**src/rtl/core/spe_pkg.sv**
```systemverilog
// shared types and constants of the sign partition engine
`default_nettype none

package spe_pkg;

	localparam int MAX_LEN    = 64;
	localparam int DATA_WIDTH = 32;
	localparam int IDX_W      = $clog2(MAX_LEN);
	localparam int CNT_W      = $clog2(MAX_LEN + 1);

	typedef logic signed [DATA_WIDTH-1:0] word_t;
	typedef logic [IDX_W-1:0]             idx_t;
	typedef logic [CNT_W-1:0]             cnt_t;

	// method register codes
	localparam logic METHOD_TWO_ENDED = 1'b0;
	localparam logic METHOD_FORWARD   = 1'b1;

	// store write request
	typedef struct packed {
		logic  en;
		idx_t  addr;
		word_t data;
	} wr_req_t;

	typedef enum logic [10:0] {
		ST_LOAD     = 11'b000_0000_0001,
		ST_SCAN_L   = 11'b000_0000_0010,
		ST_TEST_L   = 11'b000_0000_0100,
		ST_SCAN_R   = 11'b000_0000_1000,
		ST_TEST_R   = 11'b000_0001_0000,
		ST_FWD_RD   = 11'b000_0010_0000,
		ST_FWD_TEST = 11'b000_0100_0000,
		ST_FWD_GET  = 11'b000_1000_0000,
		ST_SWAP_B   = 11'b001_0000_0000,
		ST_EMIT_RD  = 11'b010_0000_0000,
		ST_EMIT_LD  = 11'b100_0000_0000
	} state_t;

endpackage

`default_nettype wire

```
**src/rtl/core/spe_if.sv**
```systemverilog
// word channels of the sign partition engine
`default_nettype none

interface spe_in_if;
	logic                valid;
	logic                ready;
	spe_pkg::word_t      value;
	logic                is_last;

	modport source (output valid, output value, output is_last, input ready);
	modport sink   (input valid, input value, input is_last, output ready);
endinterface

interface spe_out_if;
	logic                valid;
	logic                ready;
	spe_pkg::word_t      value_res;
	logic                is_last_res;
	logic                truncated;

	modport source (output valid, output value_res, output is_last_res, output truncated,
		input ready);
	modport sink   (input valid, input value_res, input is_last_res, input truncated,
		output ready);
endinterface

`default_nettype wire

```
**src/rtl/core/spe_store.sv**
```systemverilog
// element store: one write port, one read port with registered data
`default_nettype none

module spe_store (
	input  wire                     clk,
	input  spe_pkg::wr_req_t        wr,
	input  spe_pkg::idx_t           rd_addr,
	output spe_pkg::word_t          rd_data_q
);

	spe_pkg::word_t mem [spe_pkg::MAX_LEN];

	always_ff @(posedge clk) begin
		if (wr.en) begin
			mem[wr.addr] <= wr.data;
		end
		rd_data_q <= mem[rd_addr];
	end

endmodule

`default_nettype wire

```
**src/rtl/core/sign_partition_engine_core.sv**
```systemverilog
// sign partition engine: load, partition by sign in place, emit
// load: one word per cycle while input valid; the last word starts partitioning next cycle
// single store read port; two-ended method: SCAN_L/TEST_L or SCAN_R/TEST_R per pointer step,
// SWAP_B per swap; forward method: FWD_RD, FWD_TEST per scanned word, FWD_GET, SWAP_B per
// swap; emit: EMIT_RD, EMIT_LD per word plus output stalls; input ready only while loading
// arst_n clears control state; store contents are not cleared (written before read)
`default_nettype none

module sign_partition_engine_core (
	input  wire                 clk,
	input  wire                 arst_n,
	spe_in_if.sink              in_ch,
	spe_out_if.source           out_ch,
	input  wire                 cfg_we,
	input  wire                 cfg_wdata
);

	spe_pkg::state_t  state_q;
	spe_pkg::cnt_t    cnt_q;        // words held in the store
	logic             ovf_q;        // a word was dropped from this array
	spe_pkg::cnt_t    l_q;          // left pointer / boundary, then emit index
	spe_pkg::cnt_t    r_q;          // right pointer / scan index
	logic             method_q;
	spe_pkg::word_t   hold_q;       // word parked across a swap

	// output register
	logic             out_v_q;
	spe_pkg::word_t   out_val_q;
	logic             out_last_q;
	logic             out_trunc_q;

	spe_pkg::wr_req_t wr;
	spe_pkg::idx_t    rd_addr;
	spe_pkg::word_t   rd_data_q;

	logic             accept;
	logic             room;
	logic             rd_neg;
	logic             l_ge_r;
	logic             emit_last;
	logic             out_free;

	spe_store u_store (
		.clk       (clk),
		.wr        (wr),
		.rd_addr   (rd_addr),
		.rd_data_q (rd_data_q)
	);

	assign in_ch.ready = (state_q == spe_pkg::ST_LOAD);
	assign accept      = in_ch.valid && in_ch.ready;
	assign room        = (cnt_q < spe_pkg::CNT_W'(spe_pkg::MAX_LEN));
	assign rd_neg      = rd_data_q[spe_pkg::DATA_WIDTH-1];
	assign l_ge_r      = (l_q >= r_q);
	assign emit_last   = (l_q == (cnt_q - spe_pkg::CNT_W'(1)));
	assign out_free    = !out_v_q || out_ch.ready;

	assign out_ch.valid       = out_v_q;
	assign out_ch.value_res   = out_val_q;
	assign out_ch.is_last_res = out_last_q;
	assign out_ch.truncated   = out_trunc_q;

	// read address: which pointer the next state looks at
	always_comb begin
		unique case (state_q)
			spe_pkg::ST_SCAN_R,
			spe_pkg::ST_FWD_RD:   rd_addr = r_q[spe_pkg::IDX_W-1:0];
			default:              rd_addr = l_q[spe_pkg::IDX_W-1:0];
		endcase
	end

	// store writes: loading, and the two halves of a swap
	always_comb begin
		wr.en   = 1'b0;
		wr.addr = cnt_q[spe_pkg::IDX_W-1:0];
		wr.data = in_ch.value;
		unique case (state_q)
			spe_pkg::ST_LOAD: begin
				wr.en = accept && room;
			end
			spe_pkg::ST_TEST_R: begin
				// right word is negative: it goes to the left slot
				wr.en   = rd_neg;
				wr.addr = l_q[spe_pkg::IDX_W-1:0];
				wr.data = rd_data_q;
			end
			spe_pkg::ST_FWD_GET: begin
				// word from the boundary goes to the scan slot
				wr.en   = 1'b1;
				wr.addr = r_q[spe_pkg::IDX_W-1:0];
				wr.data = rd_data_q;
			end
			spe_pkg::ST_SWAP_B: begin
				wr.en   = 1'b1;
				wr.addr = (method_q == spe_pkg::METHOD_FORWARD) ?
					l_q[spe_pkg::IDX_W-1:0] : r_q[spe_pkg::IDX_W-1:0];
				wr.data = hold_q;
			end
			default: begin
				wr.en = 1'b0;
			end
		endcase
	end

	always_ff @(posedge clk or negedge arst_n) begin
		if (!arst_n) begin
			method_q <= spe_pkg::METHOD_TWO_ENDED;
		end else if (cfg_we) begin
			method_q <= cfg_wdata;
		end
	end

	// payload registers
	always_ff @(posedge clk) begin
		if ((state_q == spe_pkg::ST_TEST_L) || (state_q == spe_pkg::ST_FWD_TEST)) begin
			hold_q <= rd_data_q;
		end
		if ((state_q == spe_pkg::ST_EMIT_LD) && out_free) begin
			out_val_q   <= rd_data_q;
			out_last_q  <= emit_last;
			out_trunc_q <= ovf_q;
		end
	end

	// sequencer
	always_ff @(posedge clk or negedge arst_n) begin
		if (!arst_n) begin
			state_q <= spe_pkg::ST_LOAD;
			cnt_q   <= '0;
			ovf_q   <= 1'b0;
			l_q     <= '0;
			r_q     <= '0;
			out_v_q <= 1'b0;
		end else begin
			// output register: refilled while emitting, emptied when taken
			if ((state_q == spe_pkg::ST_EMIT_LD) && out_free) begin
				out_v_q <= 1'b1;
			end else if (out_ch.ready) begin
				out_v_q <= 1'b0;
			end
			unique case (state_q)
				spe_pkg::ST_LOAD: begin
					if (accept) begin
						if (room) begin
							cnt_q <= cnt_q + spe_pkg::CNT_W'(1);
						end else begin
							ovf_q <= 1'b1;
						end
						if (in_ch.is_last) begin
							l_q <= '0;
							if (method_q == spe_pkg::METHOD_FORWARD) begin
								r_q     <= '0;
								state_q <= spe_pkg::ST_FWD_RD;
							end else begin
								// index of the last stored word
								r_q     <= room ? cnt_q : cnt_q - spe_pkg::CNT_W'(1);
								state_q <= spe_pkg::ST_SCAN_L;
							end
						end
					end
				end
				// two-ended: left pointer skips negatives
				spe_pkg::ST_SCAN_L: begin
					if (l_ge_r) begin
						l_q     <= '0;
						state_q <= spe_pkg::ST_EMIT_RD;
					end else begin
						state_q <= spe_pkg::ST_TEST_L;
					end
				end
				spe_pkg::ST_TEST_L: begin
					if (rd_neg) begin
						l_q     <= l_q + spe_pkg::CNT_W'(1);
						state_q <= spe_pkg::ST_SCAN_L;
					end else begin
						state_q <= spe_pkg::ST_SCAN_R;
					end
				end
				// right pointer skips non-negatives
				spe_pkg::ST_SCAN_R: begin
					if (l_ge_r) begin
						l_q     <= '0;
						state_q <= spe_pkg::ST_EMIT_RD;
					end else begin
						state_q <= spe_pkg::ST_TEST_R;
					end
				end
				spe_pkg::ST_TEST_R: begin
					if (rd_neg) begin
						state_q <= spe_pkg::ST_SWAP_B;
					end else begin
						r_q     <= r_q - spe_pkg::CNT_W'(1);
						state_q <= spe_pkg::ST_SCAN_R;
					end
				end
				// forward scan
				spe_pkg::ST_FWD_RD: begin
					if (r_q >= cnt_q) begin
						l_q     <= '0;
						state_q <= spe_pkg::ST_EMIT_RD;
					end else begin
						state_q <= spe_pkg::ST_FWD_TEST;
					end
				end
				spe_pkg::ST_FWD_TEST: begin
					if (rd_neg && (l_q != r_q)) begin
						state_q <= spe_pkg::ST_FWD_GET;
					end else begin
						if (rd_neg) begin
							l_q <= l_q + spe_pkg::CNT_W'(1);
						end
						r_q     <= r_q + spe_pkg::CNT_W'(1);
						state_q <= spe_pkg::ST_FWD_RD;
					end
				end
				spe_pkg::ST_FWD_GET: begin
					state_q <= spe_pkg::ST_SWAP_B;
				end
				// second write of a swap, then both pointers move
				spe_pkg::ST_SWAP_B: begin
					l_q <= l_q + spe_pkg::CNT_W'(1);
					if (method_q == spe_pkg::METHOD_FORWARD) begin
						r_q     <= r_q + spe_pkg::CNT_W'(1);
						state_q <= spe_pkg::ST_FWD_RD;
					end else begin
						r_q     <= r_q - spe_pkg::CNT_W'(1);
						state_q <= spe_pkg::ST_SCAN_L;
					end
				end
				// emission: read a word, then move it into the output register
				spe_pkg::ST_EMIT_RD: begin
					state_q <= spe_pkg::ST_EMIT_LD;
				end
				spe_pkg::ST_EMIT_LD: begin
					if (out_free) begin
						if (emit_last) begin
							cnt_q   <= '0;
							ovf_q   <= 1'b0;
							l_q     <= '0;
							r_q     <= '0;
							state_q <= spe_pkg::ST_LOAD;
						end else begin
							l_q     <= l_q + spe_pkg::CNT_W'(1);
							state_q <= spe_pkg::ST_EMIT_RD;
						end
					end
				end
				default: begin
					state_q <= spe_pkg::ST_LOAD;
				end
			endcase
		end
	end

`ifndef NO_ASSERTIONS
	// fill count never passes the store depth
	a_cnt_bound: assert property (@(posedge clk) disable iff (!arst_n)
		cnt_q <= spe_pkg::CNT_W'(spe_pkg::MAX_LEN))
		else $error("element count beyond store depth");

	// swaps only touch words of the current array
	a_swap_in_range: assert property (@(posedge clk) disable iff (!arst_n)
		(wr.en && (state_q != spe_pkg::ST_LOAD)) |->
			({1'b0, wr.addr} < cnt_q))
		else $error("swap write outside stored words");

	// the last emitted word returns the engine to loading with an empty store
	a_emit_end: assert property (@(posedge clk) disable iff (!arst_n)
		((state_q == spe_pkg::ST_EMIT_LD) && out_free && emit_last) |=>
			((state_q == spe_pkg::ST_LOAD) && (cnt_q == '0) && !ovf_q
			&& out_v_q && out_last_q))
		else $error("array end did not restart loading");
`endif

endmodule

`default_nettype wire
```
**src/flat_wrapper.sv**
```systemverilog
// flat-port wrapper written by rule: the top's interface ports become plain ports
module sign_partition_engine_core_flat 
  (clk, arst_n, cfg_we, cfg_wdata, in_ch_valid, in_ch_value, in_ch_is_last, in_ch_ready, out_ch_valid, out_ch_value_res, out_ch_is_last_res, out_ch_truncated, out_ch_ready);
  spe_in_if in_ch_i ();
  spe_out_if out_ch_i ();
  input  wire clk;
  input  wire arst_n;
  input  wire cfg_we;
  input  wire cfg_wdata;
  input wire logic [$bits(in_ch_i.valid)-1:0] in_ch_valid;
  input wire logic [$bits(in_ch_i.value)-1:0] in_ch_value;
  input wire logic [$bits(in_ch_i.is_last)-1:0] in_ch_is_last;
  output wire logic [$bits(in_ch_i.ready)-1:0] in_ch_ready;
  output wire logic [$bits(out_ch_i.valid)-1:0] out_ch_valid;
  output wire logic [$bits(out_ch_i.value_res)-1:0] out_ch_value_res;
  output wire logic [$bits(out_ch_i.is_last_res)-1:0] out_ch_is_last_res;
  output wire logic [$bits(out_ch_i.truncated)-1:0] out_ch_truncated;
  input wire logic [$bits(out_ch_i.ready)-1:0] out_ch_ready;
  assign in_ch_i.valid = in_ch_valid;
  assign in_ch_i.value = in_ch_value;
  assign in_ch_i.is_last = in_ch_is_last;
  assign in_ch_ready = in_ch_i.ready;
  assign out_ch_valid = out_ch_i.valid;
  assign out_ch_value_res = out_ch_i.value_res;
  assign out_ch_is_last_res = out_ch_i.is_last_res;
  assign out_ch_truncated = out_ch_i.truncated;
  assign out_ch_i.ready = out_ch_ready;
  sign_partition_engine_core u_core (.clk(clk), .arst_n(arst_n), .in_ch(in_ch_i), .out_ch(out_ch_i), .cfg_we(cfg_we), .cfg_wdata(cfg_wdata));
endmodule
```
**config.mk**
```make
export PLATFORM = sky130hd
export DESIGN_NAME = sign_partition_engine_core_flat
export DESIGN_NICKNAME = d
export VERILOG_FILES = /design/src/rtl/core/spe_pkg.sv /design/src/rtl/core/spe_if.sv /design/src/rtl/core/spe_store.sv /design/src/rtl/core/sign_partition_engine_core.sv /design/src/flat_wrapper.sv
export SDC_FILE = /design/constraint.sdc
export NUM_CORES = 2
export LEC_CHECK = 0
export BUFFER_PORTS_ARGS = -buffer_cell sky130_fd_sc_hd__buf_2
export CORE_UTILIZATION = 45
export CTS_BUF_LIST = sky130_fd_sc_hd__clkbuf_4 sky130_fd_sc_hd__clkbuf_8
export CTS_CLUSTER_SIZE = 30
export DETAILED_ROUTE_END_ITERATION = 8
export GPL_ROUTABILITY_DRIVEN = 0
export MAX_ROUTING_LAYER = met4
export PLACE_DENSITY_LB_ADDON = 0.15
export SYNTH_ARGS = -nofsm -noshare
export SYNTH_HDL_FRONTEND = slang
export SYNTH_SLANG_ARGS = --single-unit
export TNS_END_PERCENT = 5
```
**constraint.sdc**
```tcl
create_clock -name clk -period 3.94 [get_ports clk]
set_clock_uncertainty 0.1 [all_clocks]
set_input_delay 0.197 -clock clk [delete_from_list [all_inputs] [get_ports clk]]
set_output_delay 0.197 -clock clk [all_outputs]
set_load 0.05 [all_outputs]
```
==> impl_metrics.env <==
export IMPL_die_area_sq_um=189600
export IMPL_dr_pass1_iters=5
export IMPL_crit_required_ns=4.71
export IMPL_synth_cell_type_count=65
export IMPL_hold_path_end="u_core.out_ch.valid$_DFFE_PN0P_"
export IMPL_grt_use_met1=0.3760
export IMPL_overflow=0
export IMPL_hold_worst_slack_ns=0.1348
export IMPL_slew_headroom=0.3135
export IMPL_clock_sinks=2181
export IMPL_timing_critical_path_from="u_core.state_q[8]$_DFFE_PN0P_"
export IMPL_finalCriticalPeriod_ns=3.920
export IMPL_max_cap_violations=0
export IMPL_synth_most_common_cell="edfxtp_1"
export IMPL_clk_pin_slew_worst_paths_ns=0.07
export IMPL_cts_tree="built"
export IMPL_status="finished clean"
export IMPL_p_leak_nw=36.74
export IMPL_wl_per_cell_um=28.10
export IMPL_nNetsFinal=6222
export IMPL_synthTopCellsByCount="edfxtp_1 (2,114), nand2_1 (1,085), mux2i_1 (531), nand3_1 (352), o22ai_1 (261)"
export IMPL_synth_area_sq_um=84550
export IMPL_initial_core_util=0.4545
export IMPL_antenna_found_initial=14
export IMPL_first_global_vias=49420
export IMPL_hold_class="input pin to flop"
export IMPL_synthArstFlopShare=0.01605
export IMPL_r2r_start="u_core.state_q[8]$_DFFE_PN0P_"
export IMPL_die_x_um=435.5
export IMPL_numCtsBuffers=369
export IMPL_fmax_mhz=255.1
export IMPL_place_area_sq_um=92600
export IMPL_hold_violations=0
export IMPL_dp_hpwl_mm=153.9
export IMPL_drv_slew=0
export IMPL_grt_start_max_net_pins=73
export IMPL_yosysTopAreaCell="edfxtp_1"
export IMPL_portBuffers=74
export IMPL_postRouteAntennaNets=0
export IMPL_worstHoldStart="out_ch_ready"
export IMPL_drc=0
export IMPL_busiest_layer="met2"
export IMPL_rsz0062_at_grt="false"
export IMPL_met2_usage=0.4102
export IMPL_synth_cells=5576
export IMPL_fin_area_sq_um=100100
export IMPL_num_rows=158
export IMPL_core_area_sq_um=186000
export IMPL_finalCritPeriodShare=0.9950
export IMPL_yosysSeqAreaShare=0.7688
export IMPL_p_per_area_nw_per_um2=558.5
export IMPL_critPathCaptureType="flop"
export IMPL_startpoint_type="flop"
export IMPL_ys_warnings_count=0
export IMPL_power_mw=55.90
export IMPL_wl_mm=250.8
export IMPL_synth_area_top_cells="edfxtp_1 (75%), mux2i_1 (6.3%), nand2_1 (4.8%)"
export IMPL_crit_type="flop to flop"
export IMPL_setup_viol=0
export IMPL_ys_ff_latch=2181
export IMPL_r2r_cells=14
export IMPL_whs_path_depth=4
export IMPL_cp_max_fo=20
export IMPL_dieHeight_um=435.5
export IMPL_syn_to_final_growth_pct=18.40
export IMPL_dr_total_vias=51610
export IMPL_r2r_setup_slack_ns=0.02
export IMPL_syn_num_nets=5635
export IMPL_clock_path_buffers=4
export IMPL_ios=75
export IMPL_syn_area_per_cell_sq_um=15.16
export IMPL_h_tree_depth=5
export IMPL_synth_top_cell_area_share=0.7508
export IMPL_root_buffer="clkbuf_8"
export IMPL_met3_usage=0.04087
export IMPL_worst_pin_slew_ns=1.026
export IMPL_synth_edff_count=2114
export IMPL_first_iter_violations=5850
export IMPL_grt_usage=0.2683
export IMPL_cp_arrival_ns=4.69
export IMPL_worstReg2RegEnd="u_core.u_store.rd_data_q[14]$_DFF_P_"
export IMPL_ir_drop_v=0.0003567
export IMPL_via_per_inst=5.781
export IMPL_clk_latency_ns=1.05
export IMPL_synthFlopType="edfxtp_1"
export IMPL_grt_pass1_wl_mm=358.0
export IMPL_layout_drive_gt1_share=0.1905
[layer usage]
| metal | vias to the layer above | part of all wire | routed length (um) |
|---|---|---|---|
| li1 | 22700 | - | - |
| met1 | 26320 | 0.43 | 108300 |
| met2 | 2195 | 0.47 | 117200 |
| met3 | 391 | 0.078 | 19480 |
| met4 | 0 | 0.023 | 5894 |
| met5 | - | 0 | 0 |
[sequential cells by signal, summed over array words and instances, names as in the netlist]
name / cells
u_core.out_ch.is_last_res: 1
u_core.l_q: 7
u_core.u_store.mem: 2048
u_core.r_q: 7
u_core.state_q: 11
u_core.out_ch.value_res: 32
u_core.ovf_q: 1
u_core.out_ch.valid: 1
u_core.u_store.rd_data_q: 32
u_core.hold_q: 32
u_core.out_ch.truncated: 1
u_core.cnt_q: 7
u_core.method_q: 1
[metrics by stage]
| stage | TNS, ns | setup WS, ns | util | std cells |
|---|---|---|---|---|
| CTS | 0 | 0.1258 | 0.5378 | 8916 |
| finish | 0 | 0.01969 | 0.5381 | 8927 |
| detailed placement | -0.6548 | -0.4031 | 0.4978 | 8227 |
| global route | 0 | 0.004597 | 0.5380 | 8920 |
| global placement | -0.5941 | -0.3853 | 0.4978 | 8227 |
| floorplan | -449.90 | -0.3280 | - | 5576 |
[final cells by class]
| cell class | count | area, sq um |
|---|---|---|
| inverters | 22 | 82.58 |
| multi-input cells | 3051 | 18950 |
| repair buffers | 538 | 5993 |
| well taps | 2480 | 3103 |
| fillers | 15110 | 85920 |
| clock inverters | 116 | 605.6 |
| flip-flops and latches | 2181 | 65000 |
| clock buffers | 528 | 6347 |
| diodes | 11 | 27.53 |
[cell families after synthesis]
kind of cell    Yosys count  synth area share
mux                     535           0.06340
compound gates          630           0.04845
flops                  2181            0.7688
xor+xnor                 20          0.002072
simple gates           1846           0.09692
buf+inv                 344           0.01743
fa+ha+maj                20          0.002960
[how the worst max path moves through the flow]
stage | end | slack [ns] | depth (start not counted)
final | u_core.u_store.rd_data_q[14]$_DFF_P_ | 0.02 | 14
after global placement | u_core.u_store.rd_data_q[13]$_DFF_P_ | -0.39 | 11
after detailed placement | u_core.u_store.rd_data_q[13]$_DFF_P_ | -0.40 | 11
after global routing | u_core.u_store.rd_data_q[25]$_DFF_P_ | 0.005 | 13
after floorplan | u_core.u_store.mem[16][0]$_DFFE_PP_ | -0.33 | 9
after CTS | u_core.u_store.rd_data_q[13]$_DFF_P_ | 0.13 | 13
[power breakdown]
group | total [mW] | switching [mW] | internal (mW) | leakage [nW]
logic | 9.36 | 6.35 | 3.01 | 13.3
registers | 27.1 | 0.642 | 26.5 | 19.7
clock network | 19.4 | 8.89 | 10.6 | 3.70
total | 55.9 | 15.9 | 40.0 | 36.7
[worst max-delay path, stage by stage, from the launching register on]
cell and delay (ns):
dfrtp_1 0.46, nor3_1 0.37, buf_4 0.20, and4_1 0.18
buf_4 0.26, a21oi_4 0.18, buf_12 0.23, buf_12 0.16
buf_12 0.16, buf_4 0.16, nand2_1 0.07, nand3_1 0.09
nand4_1 0.21, and4_1 0.67, nand3_1 0.20
[placed cells by master (no fill, tap or decap), types with 5 or more instances in the layout]
| master | instances |
|---|---|
| or3_1 | 6 |
| nor2_4 | 67 |
| clkinv_1 | 77 |
| nand4_1 | 99 |
| dfrtp_1 | 34 |
| a31oi_1 | 145 |
| buf_12 | 161 |
| or2_2 | 5 |
| a22oi_1 | 39 |
| o21ai_0 | 21 |
| inv_1 | 21 |
| nor4_1 | 57 |
| edfxtp_1 | 2114 |
| and4_1 | 27 |
| and3_1 | 27 |
| clkbuf_8 | 381 |
| a32oi_1 | 53 |
| nor3_1 | 12 |
| diode_2 | 11 |
| o22ai_1 | 261 |
| nor2b_1 | 12 |
| dlygate4sd3_1 | 42 |
| nor2_1 | 52 |
| a21oi_1 | 64 |
| clkinv_2 | 27 |
| clkinvlp_4 | 7 |
| buf_2 | 74 |
| clkbuf_4 | 147 |
| a21o_1 | 5 |
| nand2_1 | 1037 |
| nand3_1 | 352 |
| nand2_2 | 48 |
| mux2i_1 | 530 |
| nor4_2 | 11 |
| buf_4 | 260 |
| dfxtp_1 | 32 |
| and2_1 | 5 |
| ha_1 | 20 |
| nand2b_1 | 10 |
| xnor2_1 | 16 |
[repair_timing]
action / 4_1_cts / 5_1_grt
hold buffers: 43 / 0
resized for setup: 5 / 6
pin swaps: 0 / 1
buffers inserted: 2 / 0
endpoints found under the setup margin: 7 / 5
hold endpoints to repair: 2070 / 0
Power figures use the tool's default switching activity.
